===== src/rtl/lct_pkg.sv =====
// Shared types, constants and helpers of the LRU cache table.
`default_nettype none

package lct_pkg;

	localparam int ENTRIES = 16;
	localparam int IDX_W   = $clog2(ENTRIES);
	localparam int AGE_W   = IDX_W;
	localparam int OCC_W   = $clog2(ENTRIES + 1);
	localparam int CAP_W   = 5;
	localparam int KEY_W   = 32;
	localparam int VAL_W   = 32;

	localparam logic MODE_GET = 1'b0;
	localparam logic MODE_PUT = 1'b1;

	localparam logic [VAL_W-1:0] READ_MISS = {VAL_W{1'b1}};

	typedef enum logic [1:0] {
		ST_IDLE,
		ST_LOOKUP,
		ST_UPDATE
	} lct_state_t;

	// Commands from the controller to the datapath
	typedef struct packed {
		logic capture;
		logic lookup;
		logic commit;
	} lct_cmd_t;

	// Clamp the capacity register to 1..ENTRIES
	function automatic logic [OCC_W-1:0] eff_cap(input logic [CAP_W-1:0] cap);
		logic [OCC_W-1:0] res;
		if (cap == '0) begin
			res = OCC_W'(1);
		end else if (32'(cap) > ENTRIES) begin
			res = OCC_W'(ENTRIES);
		end else begin
			res = OCC_W'(cap);
		end
		return res;
	endfunction

endpackage

`default_nettype wire


===== src/rtl/lct_ctrl.sv =====
// Controller state machine of the LRU cache table.
`default_nettype none

module lct_ctrl (
	input  wire logic          clk,
	input  wire logic          arst_n,
	input  wire logic          in_valid,
	output logic               in_ready,
	output logic               out_valid,
	input  wire logic          out_ready,
	output lct_pkg::lct_cmd_t  cmd
);

	lct_pkg::lct_state_t state_q;
	lct_pkg::lct_state_t state_nxt;
	logic                out_valid_q;

	// Advance the state
	always_ff @(posedge clk or negedge arst_n) begin
		if (!arst_n) begin
			state_q <= lct_pkg::ST_IDLE;
		end else begin
			state_q <= state_nxt;
		end
	end

	// Pick the next state
	always_comb begin
		state_nxt = state_q;
		unique case (state_q)
			lct_pkg::ST_IDLE: begin
				if (in_valid) state_nxt = lct_pkg::ST_LOOKUP;
			end
			lct_pkg::ST_LOOKUP: begin
				state_nxt = lct_pkg::ST_UPDATE;
			end
			lct_pkg::ST_UPDATE: begin
				if (!out_valid_q || out_ready) state_nxt = lct_pkg::ST_IDLE;
			end
			default: begin
				state_nxt = lct_pkg::ST_IDLE;
			end
		endcase
	end

	// Drive handshake and datapath commands
	always_comb begin
		in_ready    = 1'b0;
		cmd.capture = 1'b0;
		cmd.lookup  = 1'b0;
		cmd.commit  = 1'b0;
		unique case (state_q)
			lct_pkg::ST_IDLE: begin
				in_ready    = 1'b1;
				cmd.capture = in_valid;
			end
			lct_pkg::ST_LOOKUP: begin
				cmd.lookup = 1'b1;
			end
			lct_pkg::ST_UPDATE: begin
				cmd.commit = !out_valid_q || out_ready;
			end
			default: begin
				in_ready = 1'b0;
			end
		endcase
	end

	// Hold the result beat until it is taken
	always_ff @(posedge clk or negedge arst_n) begin
		if (!arst_n) begin
			out_valid_q <= 1'b0;
		end else if (cmd.commit) begin
			out_valid_q <= 1'b1;
		end else if (out_ready) begin
			out_valid_q <= 1'b0;
		end
	end

	assign out_valid = out_valid_q;

endmodule

`default_nettype wire


===== src/rtl/lct_datapath.sv =====
// Datapath of the LRU cache table: entry store, key match, recency ages, result register.
`default_nettype none

module lct_datapath (
	input  wire logic                           clk,
	input  wire logic                           arst_n,
	input  wire lct_pkg::lct_cmd_t              cmd,
	input  wire logic                           cfg_we,
	input  wire logic [lct_pkg::CAP_W-1:0]      cfg_wdata,
	input  wire logic                           mode,
	input  wire logic [lct_pkg::KEY_W-1:0]      lookup_key,
	input  wire logic [lct_pkg::VAL_W-1:0]      write_value,
	output logic                                hit,
	output logic [lct_pkg::VAL_W-1:0]           read_value,
	output logic                                evicted,
	output logic [lct_pkg::KEY_W-1:0]           evicted_key
);

	localparam int N = lct_pkg::ENTRIES;

	// Captured request
	logic                       mode_q;
	logic [lct_pkg::KEY_W-1:0]  key_q;
	logic [lct_pkg::VAL_W-1:0]  wval_q;
	logic [lct_pkg::CAP_W-1:0]  cap_q;

	// Entry store
	logic [lct_pkg::KEY_W-1:0]  key_mem_q [N];
	logic [lct_pkg::VAL_W-1:0]  val_mem_q [N];
	logic [N-1:0]               valid_q;
	logic [lct_pkg::AGE_W-1:0]  age_q [N];
	logic [lct_pkg::OCC_W-1:0]  occ_q;

	// Lookup results
	logic [N-1:0]               match;
	logic [N-1:0]               oldest;
	logic                       hit_c;
	logic                       full_c;
	logic                       free_c;
	logic [lct_pkg::IDX_W-1:0]  hit_idx;
	logic [lct_pkg::IDX_W-1:0]  old_idx;
	logic [lct_pkg::IDX_W-1:0]  free_idx;
	logic [lct_pkg::AGE_W-1:0]  occ_m1;

	logic                       hit_s1;
	logic                       new_s1;
	logic                       evict_s1;
	logic [lct_pkg::IDX_W-1:0]  slot_s1;
	logic [lct_pkg::AGE_W-1:0]  age_lim_s1;
	logic [lct_pkg::VAL_W-1:0]  rdval_s1;
	logic [lct_pkg::KEY_W-1:0]  evkey_s1;

	// Result register
	logic                       hit_q;
	logic [lct_pkg::VAL_W-1:0]  read_value_q;
	logic                       evicted_q;
	logic [lct_pkg::KEY_W-1:0]  evicted_key_q;

	// Compare every entry against the key; find the oldest and a free slot
	always_comb begin
		occ_m1 = lct_pkg::AGE_W'(occ_q - lct_pkg::OCC_W'(1));
		for (int i = 0; i < N; i++) begin
			match[i]  = valid_q[i] && (key_mem_q[i] == key_q);
			oldest[i] = valid_q[i] && (age_q[i] == occ_m1);
		end
		hit_c    = |match;
		free_c   = !(&valid_q);
		full_c   = occ_q >= lct_pkg::eff_cap(cap_q);
		hit_idx  = '0;
		old_idx  = '0;
		free_idx = '0;
		for (int i = N - 1; i >= 0; i--) begin
			if (match[i])    hit_idx  = lct_pkg::IDX_W'(i);
			if (oldest[i])   old_idx  = lct_pkg::IDX_W'(i);
			if (!valid_q[i]) free_idx = lct_pkg::IDX_W'(i);
		end
	end

	// Capture the request beat and latch the lookup
	always_ff @(posedge clk) begin
		if (cmd.capture) begin
			mode_q <= mode;
			key_q  <= lookup_key;
			wval_q <= write_value;
		end
		if (cmd.lookup) begin
			hit_s1     <= hit_c;
			new_s1     <= !hit_c && (mode_q == lct_pkg::MODE_PUT);
			evict_s1   <= !hit_c && (mode_q == lct_pkg::MODE_PUT) && full_c;
			age_lim_s1 <= age_q[hit_idx];
			rdval_s1   <= val_mem_q[hit_idx];
			evkey_s1   <= key_mem_q[old_idx];
			if (hit_c) begin
				slot_s1 <= hit_idx;
			end else if (full_c || !free_c) begin
				slot_s1 <= old_idx;
			end else begin
				slot_s1 <= free_idx;
			end
		end
	end

	// Write the value of the target slot on a put, and its key when the entry is new
	always_ff @(posedge clk) begin
		if (cmd.commit && (mode_q == lct_pkg::MODE_PUT)) begin
			val_mem_q[slot_s1] <= wval_q;
			if (new_s1) key_mem_q[slot_s1] <= key_q;
		end
	end

	// Update valid bits, ages, occupancy and the capacity register
	always_ff @(posedge clk or negedge arst_n) begin
		if (!arst_n) begin
			valid_q <= '0;
			occ_q   <= '0;
			cap_q   <= lct_pkg::CAP_W'(N);
			for (int i = 0; i < N; i++) begin
				age_q[i] <= '0;
			end
		end else begin
			if (cfg_we) cap_q <= cfg_wdata;
			if (cmd.commit && (hit_s1 || new_s1)) begin
				for (int i = 0; i < N; i++) begin
					if (lct_pkg::IDX_W'(i) == slot_s1) begin
						age_q[i] <= '0;
					end else if (valid_q[i] && (new_s1 || age_q[i] < age_lim_s1)) begin
						age_q[i] <= lct_pkg::AGE_W'(age_q[i] + lct_pkg::AGE_W'(1));
					end
				end
			end
			if (cmd.commit && new_s1) begin
				valid_q[slot_s1] <= 1'b1;
				if (!evict_s1) occ_q <= lct_pkg::OCC_W'(occ_q + lct_pkg::OCC_W'(1));
			end
		end
	end

	// Load the result beat
	always_ff @(posedge clk) begin
		if (cmd.commit) begin
			hit_q     <= hit_s1;
			evicted_q <= evict_s1;
			if (mode_q == lct_pkg::MODE_PUT) begin
				read_value_q <= '0;
			end else if (hit_s1) begin
				read_value_q <= rdval_s1;
			end else begin
				read_value_q <= lct_pkg::READ_MISS;
			end
			evicted_key_q <= evict_s1 ? evkey_s1 : '0;
		end
	end

	assign hit         = hit_q;
	assign read_value  = read_value_q;
	assign evicted     = evicted_q;
	assign evicted_key = evicted_key_q;

	// Occupancy always counts the valid entries
	a_occ_count: assert property (@(posedge clk) disable iff (!arst_n)
		32'($countones(valid_q)) == 32'(occ_q))
		else $error("occupancy does not match valid entries");

	// Keys of valid entries are unique
	a_unique_key: assert property (@(posedge clk) disable iff (!arst_n)
		cmd.lookup |-> $onehot0(match))
		else $error("key present in more than one entry");

	// An eviction replaces an entry without changing occupancy
	a_evict_occ: assert property (@(posedge clk) disable iff (!arst_n)
		(cmd.commit && evict_s1) |=> $stable(occ_q))
		else $error("occupancy changed on eviction");

	// Every lookup when full must find exactly one oldest entry
	a_oldest_found: assert property (@(posedge clk) disable iff (!arst_n)
		(cmd.lookup && full_c) |-> $onehot(oldest))
		else $error("no unique least recent entry");

endmodule

`default_nettype wire


===== src/rtl/lru_cache_table.sv =====
// Top level of the LRU cache table: controller and datapath.
//
//  channel  | handshake             | payload
//  ---------+-----------------------+------------------------------------------
//  in       | in_valid / in_ready   | mode, lookup_key, write_value
//  out      | out_valid / out_ready | hit, read_value, evicted, evicted_key
//  cfg      | cfg_we                | cfg_wdata (capacity_in_use)
//
// Each request passes through capture, a parallel key compare over all
// entries, and the store/recency update that loads the result register.
// A new request is accepted after this update, even before the result drains.
// The update waits while the previous result beat is still not taken.
// Reset clears valid bits, ages and occupancy at once; no clearing pass.
`default_nettype none

module lru_cache_table (
	input  wire logic                               clk,
	input  wire logic                               arst_n,
	input  wire logic                               in_valid,
	output logic                                    in_ready,
	input  wire logic                               mode,
	input  wire logic signed [lct_pkg::KEY_W-1:0]   lookup_key,
	input  wire logic signed [lct_pkg::VAL_W-1:0]   write_value,
	output logic                                    out_valid,
	input  wire logic                               out_ready,
	output logic                                    hit,
	output logic signed [lct_pkg::VAL_W-1:0]        read_value,
	output logic                                    evicted,
	output logic signed [lct_pkg::KEY_W-1:0]        evicted_key,
	input  wire logic                               cfg_we,
	input  wire logic [lct_pkg::CAP_W-1:0]          cfg_wdata
);

	lct_pkg::lct_cmd_t cmd;

	lct_ctrl u_ctrl (
		.clk       (clk),
		.arst_n    (arst_n),
		.in_valid  (in_valid),
		.in_ready  (in_ready),
		.out_valid (out_valid),
		.out_ready (out_ready),
		.cmd       (cmd)
	);

	lct_datapath u_dp (
		.clk         (clk),
		.arst_n      (arst_n),
		.cmd         (cmd),
		.cfg_we      (cfg_we),
		.cfg_wdata   (cfg_wdata),
		.mode        (mode),
		.lookup_key  (lookup_key),
		.write_value (write_value),
		.hit         (hit),
		.read_value  (read_value),
		.evicted     (evicted),
		.evicted_key (evicted_key)
	);

endmodule

`default_nettype wire


===== config.mk =====
export PLATFORM = sky130hd
export DESIGN_NAME = lru_cache_table
export DESIGN_NICKNAME = d
export VERILOG_FILES = /design/src/rtl/lct_pkg.sv /design/src/rtl/lct_ctrl.sv /design/src/rtl/lct_datapath.sv /design/src/rtl/lru_cache_table.sv
export SDC_FILE = /design/constraint.sdc
export NUM_CORES = 2
export LEC_CHECK = 0
export ABC_AREA = 1
export BUFFER_PORTS_ARGS = -buffer_cell sky130_fd_sc_hd__buf_4
export CAP_MARGIN = 20
export CORE_ASPECT_RATIO = 1.25
export CORE_MARGIN = 2
export CORE_UTILIZATION = 40
export CTS_CLUSTER_DIAMETER = 40
export DETAILED_ROUTE_END_ITERATION = 7
export MAX_ROUTING_LAYER = met4
export PLACE_DENSITY_LB_ADDON = 0.1
export SLEW_MARGIN = 20
export SYNTH_ARGS = -nofsm -noshare
export SYNTH_HDL_FRONTEND = slang
export SYNTH_SLANG_ARGS = --single-unit

===== constraint.sdc =====
create_clock -name clk -period 6.1 [get_ports clk]
set_input_delay 1.22 -clock clk [delete_from_list [all_inputs] [get_ports clk]]
set_output_delay 1.22 -clock clk [all_outputs]
set_load 0.005 [all_outputs]

; ---- Word level (Yosys, flattened, before mapping)
; Memory sizes are Yosys's and may differ from the RTL's. A register that Yosys moved wholly into a read port is not among the register bits.
; Index checks and enable logic that the tools add are counted.
[totals]
mem_count = 2
ff_bits = 235
output_inout_bits = 68
ram_bits = 1024
input_bits = 75
word_cells = 347
[mem_list]
columns = memory, depth, word_bits, rd, rd_ports_with_merged_regs, write_ports, line_no
row1 = u_dp.key_mem_q, 16, 32, 17, 1, 1, lct_datapath.sv:28  ; logic [lct_pkg::KEY_W-1:0] key_mem_q [N];
row2 = u_dp.val_mem_q, 16, 32, 1, 1, 1, lct_datapath.sv:29  ; logic [lct_pkg::VAL_W-1:0] val_mem_q [N];
[classes]
mux = 104
addsub = 18
n_eq_ne = 51
n_lt_le_gt_ge = 21
reduce_logical = 115
bitwise_logic = 3
[op_table]
columns = op, n
row1 = $eq A32 B32 Y1, 16
row2 = $mux W4, 84
row3 = $add A4 B1 Y4 const B, 16
row4 = $eq A4 B4 Y1, 16
row5 = $lt A4 B4 Y1, 16
row6 = $logic_and A1 B1 Y1, 54
row7 = $reduce_and A2 Y1, 18
row8 = $reduce_bool A2 Y1, 17
row9 = $eq A4 B4 Y1 const A, 8
row10 = $mux W32, 1
row11 = $logic_or A1 B1 Y1, 19
row12 = $bmux W4 S4, 1
row13 = $eq A3 B4 Y1 const A, 4
row14 = $or A16 B16 Y16, 1
row15 = $reduce_and A16 Y1, 1
row16 = $reduce_or A16 Y1, 1
row17 = $mux W1, 12
row18 = $mux W5, 2
row19 = $eq A2 B4 Y1 const A, 2
row20 = $pmux W2 S3, 1
row21 = $add A5 B1 Y5 const B, 1
row22 = $ge A5 B5 Y1, 1
row23 = $ge A5 B5 Y1 const B, 1
row24 = $gt A5 B5 Y1 const B, 1
row25 = 16 further kinds, 18

; ---- Logic depth before layout (Yosys ltp)
[depth]
ltp_word = 22
depth_mapped = 34
ltp_nobuf = 31

; ---- By module
; Synthesis repeated with hierarchy kept, for this count alone.
[unflattened]
cells_unflattened = 7292
hier_area_um2 = 67509.7
[modules_own_cells]
columns = module, cells_each, n_inst, seq_area_each_um2, area_per_inst_um2
row1 = lct_datapath, 7274, 1, 39188.8, 67367.1
row2 = lct_ctrl, 18, 1, 75.1, 142.6

; ---- Worst setup path after synthesis
; Ideal clock, no wire load.
[synth_path]
path_type = input port to flip-flop
start = input in_valid
end = register u_dp.key_q[0] (netlist name), enable pin
path_stages = 1
required_ns = 5.519
setup_slack_ns = -0.403
arrival_ns = 5.922
n_path_buf = 0
setup_time_ns = 0.581
path_cell_list = nor3b_1
[synth_between]
elab_chain_cells = 1
[synth_lines]
columns = element, line_no
row1 = "start, declared", lru_cache_table.sv:19  ; input wire logic in_valid,
row2 = $mux W1, lct_ctrl.sv:52  ; unique case (state_q)
row3 = "end signal, assigned", lct_datapath.sv:83  ; key_q <= lookup_key;
row4 = "end, declared", lct_datapath.sv:23  ; logic [lct_pkg::KEY_W-1:0] key_q;
; No other way between the ends.
; A chain may end at the register's enable or synchronous reset.

; ---- Final worst setup path
[layout_path]
start = register u_dp.key_q[2] (netlist name)
end = register u_dp.rdval_s1[4] (netlist name), read port of u_dp.val_mem_q (data pin)
[layout_between]
elab_chain_cells = 18
elab_cells_between_ends = 48
classes_between = 16 x eq/ne / 16 x mux / 16 x reduce/logical
[layout_lines]
columns = element, line_no
row1 = $eq A32 B32 Y1, lct_datapath.sv:63  ; match[i] = valid_q[i] && (key_mem_q[i] == key_q);
row2 = $logic_and A1 B1 Y1, lct_datapath.sv:63
row3 = $mux W4 (15 in series), lct_datapath.sv:73  ; if (match[i]) hit_idx = lct_pkg::IDX_W'(i);
row4 = $mux W4 (*), lct_datapath.sv:73
row5 = "end, declared", lct_datapath.sv:50  ; logic [lct_pkg::VAL_W-1:0] rdval_s1;
; Mark *: on every way between the ends. The rest lies on a longest branch, timed or not.

==> metrics.yaml <==
syn_to_final_growth_pct: 15.8
placed_area_um2: 71000
synth_common_cells: "nand2_1 (2094), edfxtp_1 (1230), nand3_1 (817), inv_1 (590), nor2_1 (456)"
synth_edf_count: 1230
synth_area_um2: 67100
port_buffers: 142
synth_cells: 7062
die-area_um2: 171000
synth_top_area_share_pct: 55.0
power.density_nw_per_um2: 665
yosysMostFrequentCell: "nand2_1"
final_max_slew_viol_count: 0
place_congestion: 1.07
power_frac_comb_pct: 54.3
hold_violations: 0
cts_num_sinks: 1323
fin_crit_sh_pct: 88.1
intPower_uw: 25100
synth_ff_type: "edfxtp_1"
path_clk_slew_ns: 0.06
status: "completed"
async_reset_ff_share_pct: 7.03
synth.largest_area_cell: "edfxtp_1"
fin_tns_setup_ns: 0
synth-seq-area-share_pct: 58.5
yosysWarningCount: 0
grt_max_degree: 155
die_h_um: 462
initialDrtViolationCount: 6567
ys_types: 61
cts_tree: "done"
switching_share_pct: 51.4
cts-root-buf: "clkbuf_16"
grt_use_total_pct: 33.8
final_area_um2: 77800
drt_first_pass_iters: 6
r2r_cells: 22
grt_pass1_vias: 52889
cts-resized-gates: 0
ir_worst_vdd_mv: 1.73
post-dp-hpwl_um: 193000
fill_cells: 15956
rsz0062_at_grt: "false"
post_drt_wl_per_cell_um: 29.6
net-switching-power_uw: 26600
grt_antenna_before_repair: 18
end_kind: "register"
cap_violations: 0
cts_max_path_buffers: 3
max_freq_mhz: 186
via_count: 55334
start_util_pct: 40.2
hold_path.class: "in2async"
slew_headroom_pct: 25.9
tightest_slew_ns: 1.11
worstPathArrival_ns: 5.97
cts.hold.buffers_added: 0
post-cts-setup-buffer-count: 0
wirelength_um: 285000
grt_pass1_wl_um: 396000
synth_area_leaders: "edfxtp_1 (55%), nand2_1 (12%), nand3_1 (6.1%)"
synth_area_per_cell_um2: 9.51
worstPathRequired_ns: 6.70
crit_type: "reg2reg"
ant_nets: 0
ys_seq_elements: 1323
p_leak_uw: 0.0313
final_layout_size_suffix_gt1_share_pct: 10.8
core-area_um2: 167000
drc: 0
worstSetupStartpointType: "register"
finalCriticalPeriod_ns: 5.37
pwr-share-seq_pct: 23.4
syn-num-nets: 7208
setup_violations: 0
die_width_um: 370
final_nets: 7364
h-tree-depth: 4
row_count: 168
grt_overflow: 0
numCtsBuffers: 199
pin_count: 143
pwr-share-clk_pct: 22.3
drt-vias-per-instance: 5.76
fin_skew_ns: 0.0341
insertion_delay_ns: 0.86
crit_fanout: 154
==> final cells by class <==
cell class	instances	area (um2)	share of cell area [%]
diodes	12	30.0	0.0386
clock inverters	147	1640	2.11
repair buffers	320	2810	3.61
multi-input cells	4750	23800	30.6
well taps	2210	2770	3.56
inverters	624	2350	3.03
flip-flops and latches	1323	39300	50.5
clock buffers	222	5080	6.53
==> final timing paths <==
check / startpoint / end / slack (ns)
max: u_dp.key_q[2] / u_dp.rdval_s1[4] / 0.73
max reg2reg: u_dp.key_q[2] / u_dp.rdval_s1[4] / 0.73
min reg2reg: u_dp.occ_q[4] / u_dp.occ_q[4] / 0.49
min: arst_n / u_dp.cap_q[3] / 0.35
max in group asynchronous: arst_n / u_dp.valid_q[1] / 4.58
min in group clk: u_dp.occ_q[4] / u_dp.occ_q[4] / 0.49
==> flip-flops by register name, indices dropped and copies added (netlist names), 2 cells and up <==
name	count
u_ctrl.state_q	2
u_dp.evicted_key	32
u_dp.age_q	64
u_dp.val_mem_q	512
u_dp.read_value	32
u_dp.evkey_s1	32
u_dp.slot_s1	4
u_dp.cap_q	5
u_dp.rdval_s1	32
u_dp.age_lim_s1	4
u_dp.key_mem_q	512
u_dp.occ_q	5
u_dp.valid_q	16
u_dp.wval_q	32
u_dp.key_q	32
==> kinds of logic after synthesis <==
kind of cell,Yosys count,share of synthesized area [%]
XOR/XNOR,217,2.83
adder cells (fa/ha/maj),71,1.32
multiplexers,1,0.0168
AND/OR/NAND/NOR,3862,24.9
flip-flops,1323,58.5
buffers and inverters,989,6.45
AO/OA/AOI/OAI,599,5.98
==> stage by stage <==
stage	total power, uW	utilization [%]	setup WS [ns]	hold WS, ns	instances
after floorplan	27000	-	1.37	0.424	7062
after global placement	39400	42.5	0.849	0.482	9225
after detailed placement	39400	42.5	0.811	0.483	9226
after CTS	50900	46.5	0.803	0.323	9595
after global routing	53300	46.5	0.562	0.370	9604
final	51700	46.5	0.728	0.353	9608
==> layer usage <==
layer,global-route usage [%],up-vias,share of wire (%)
li1,-,24742,-
met1,42.0,27153,40
met5,-,-,0
met3,4.64,719,7.0
met4,21.3,0,7.3
met2,52.1,2720,46
==> power by group through the flow <==
stage,Clock (uW),Combinational (uW),Sequential [uW]
floorplan,0,15000,12000
global route,12000,29100,12100
detailed placement,0,27100,12200
finish,11500,28100,12100
CTS,11700,27200,12100
global placement,0,27100,12200
==> cells in the final DEF, fill, tap and decap left out, types with 60 or more instances in the layout <==
master	Yosys	layout
nand3_1	817	817
nor3_1	85	77
buf_4	34	288
inv_1	590	587
clkbuf_16	0	199
nor4_1	80	80
xor2_1	124	124
o211ai_1	262	262
or2_2	61	61
o21ai_0	143	143
nand2_1	2094	2091
a21oi_1	60	60
nor2_1	456	431
xnor2_1	93	93
nand4_1	192	192
dfrtp_1	92	92
edfxtp_1	1230	1230
ha_1	71	71
==> worst max-delay path: stages, from the launching register on <==
cell	delay [ns]
edfxtp_1	0.92
buf_4	0.54
nor2_1	0.12
nor3_1	0.16
nor4b_1	0.81
nand3_1	0.32
nand2_1	0.15
nand2_1	0.06
nand2_1	0.22
nand2_1	0.08
nand2_1	0.07
nand2_1	0.07
nand2_1	0.06
nand2_1	0.06
nand2_1	0.17
nand2_8	0.11
buf_12	0.24
nand3_1	0.24
nand2_1	0.07
nand2_1	0.05
nand3_1	0.09
nand3_1	0.12
nand2_1	0.07
Note: power is estimated with default switching activity, not from simulation.
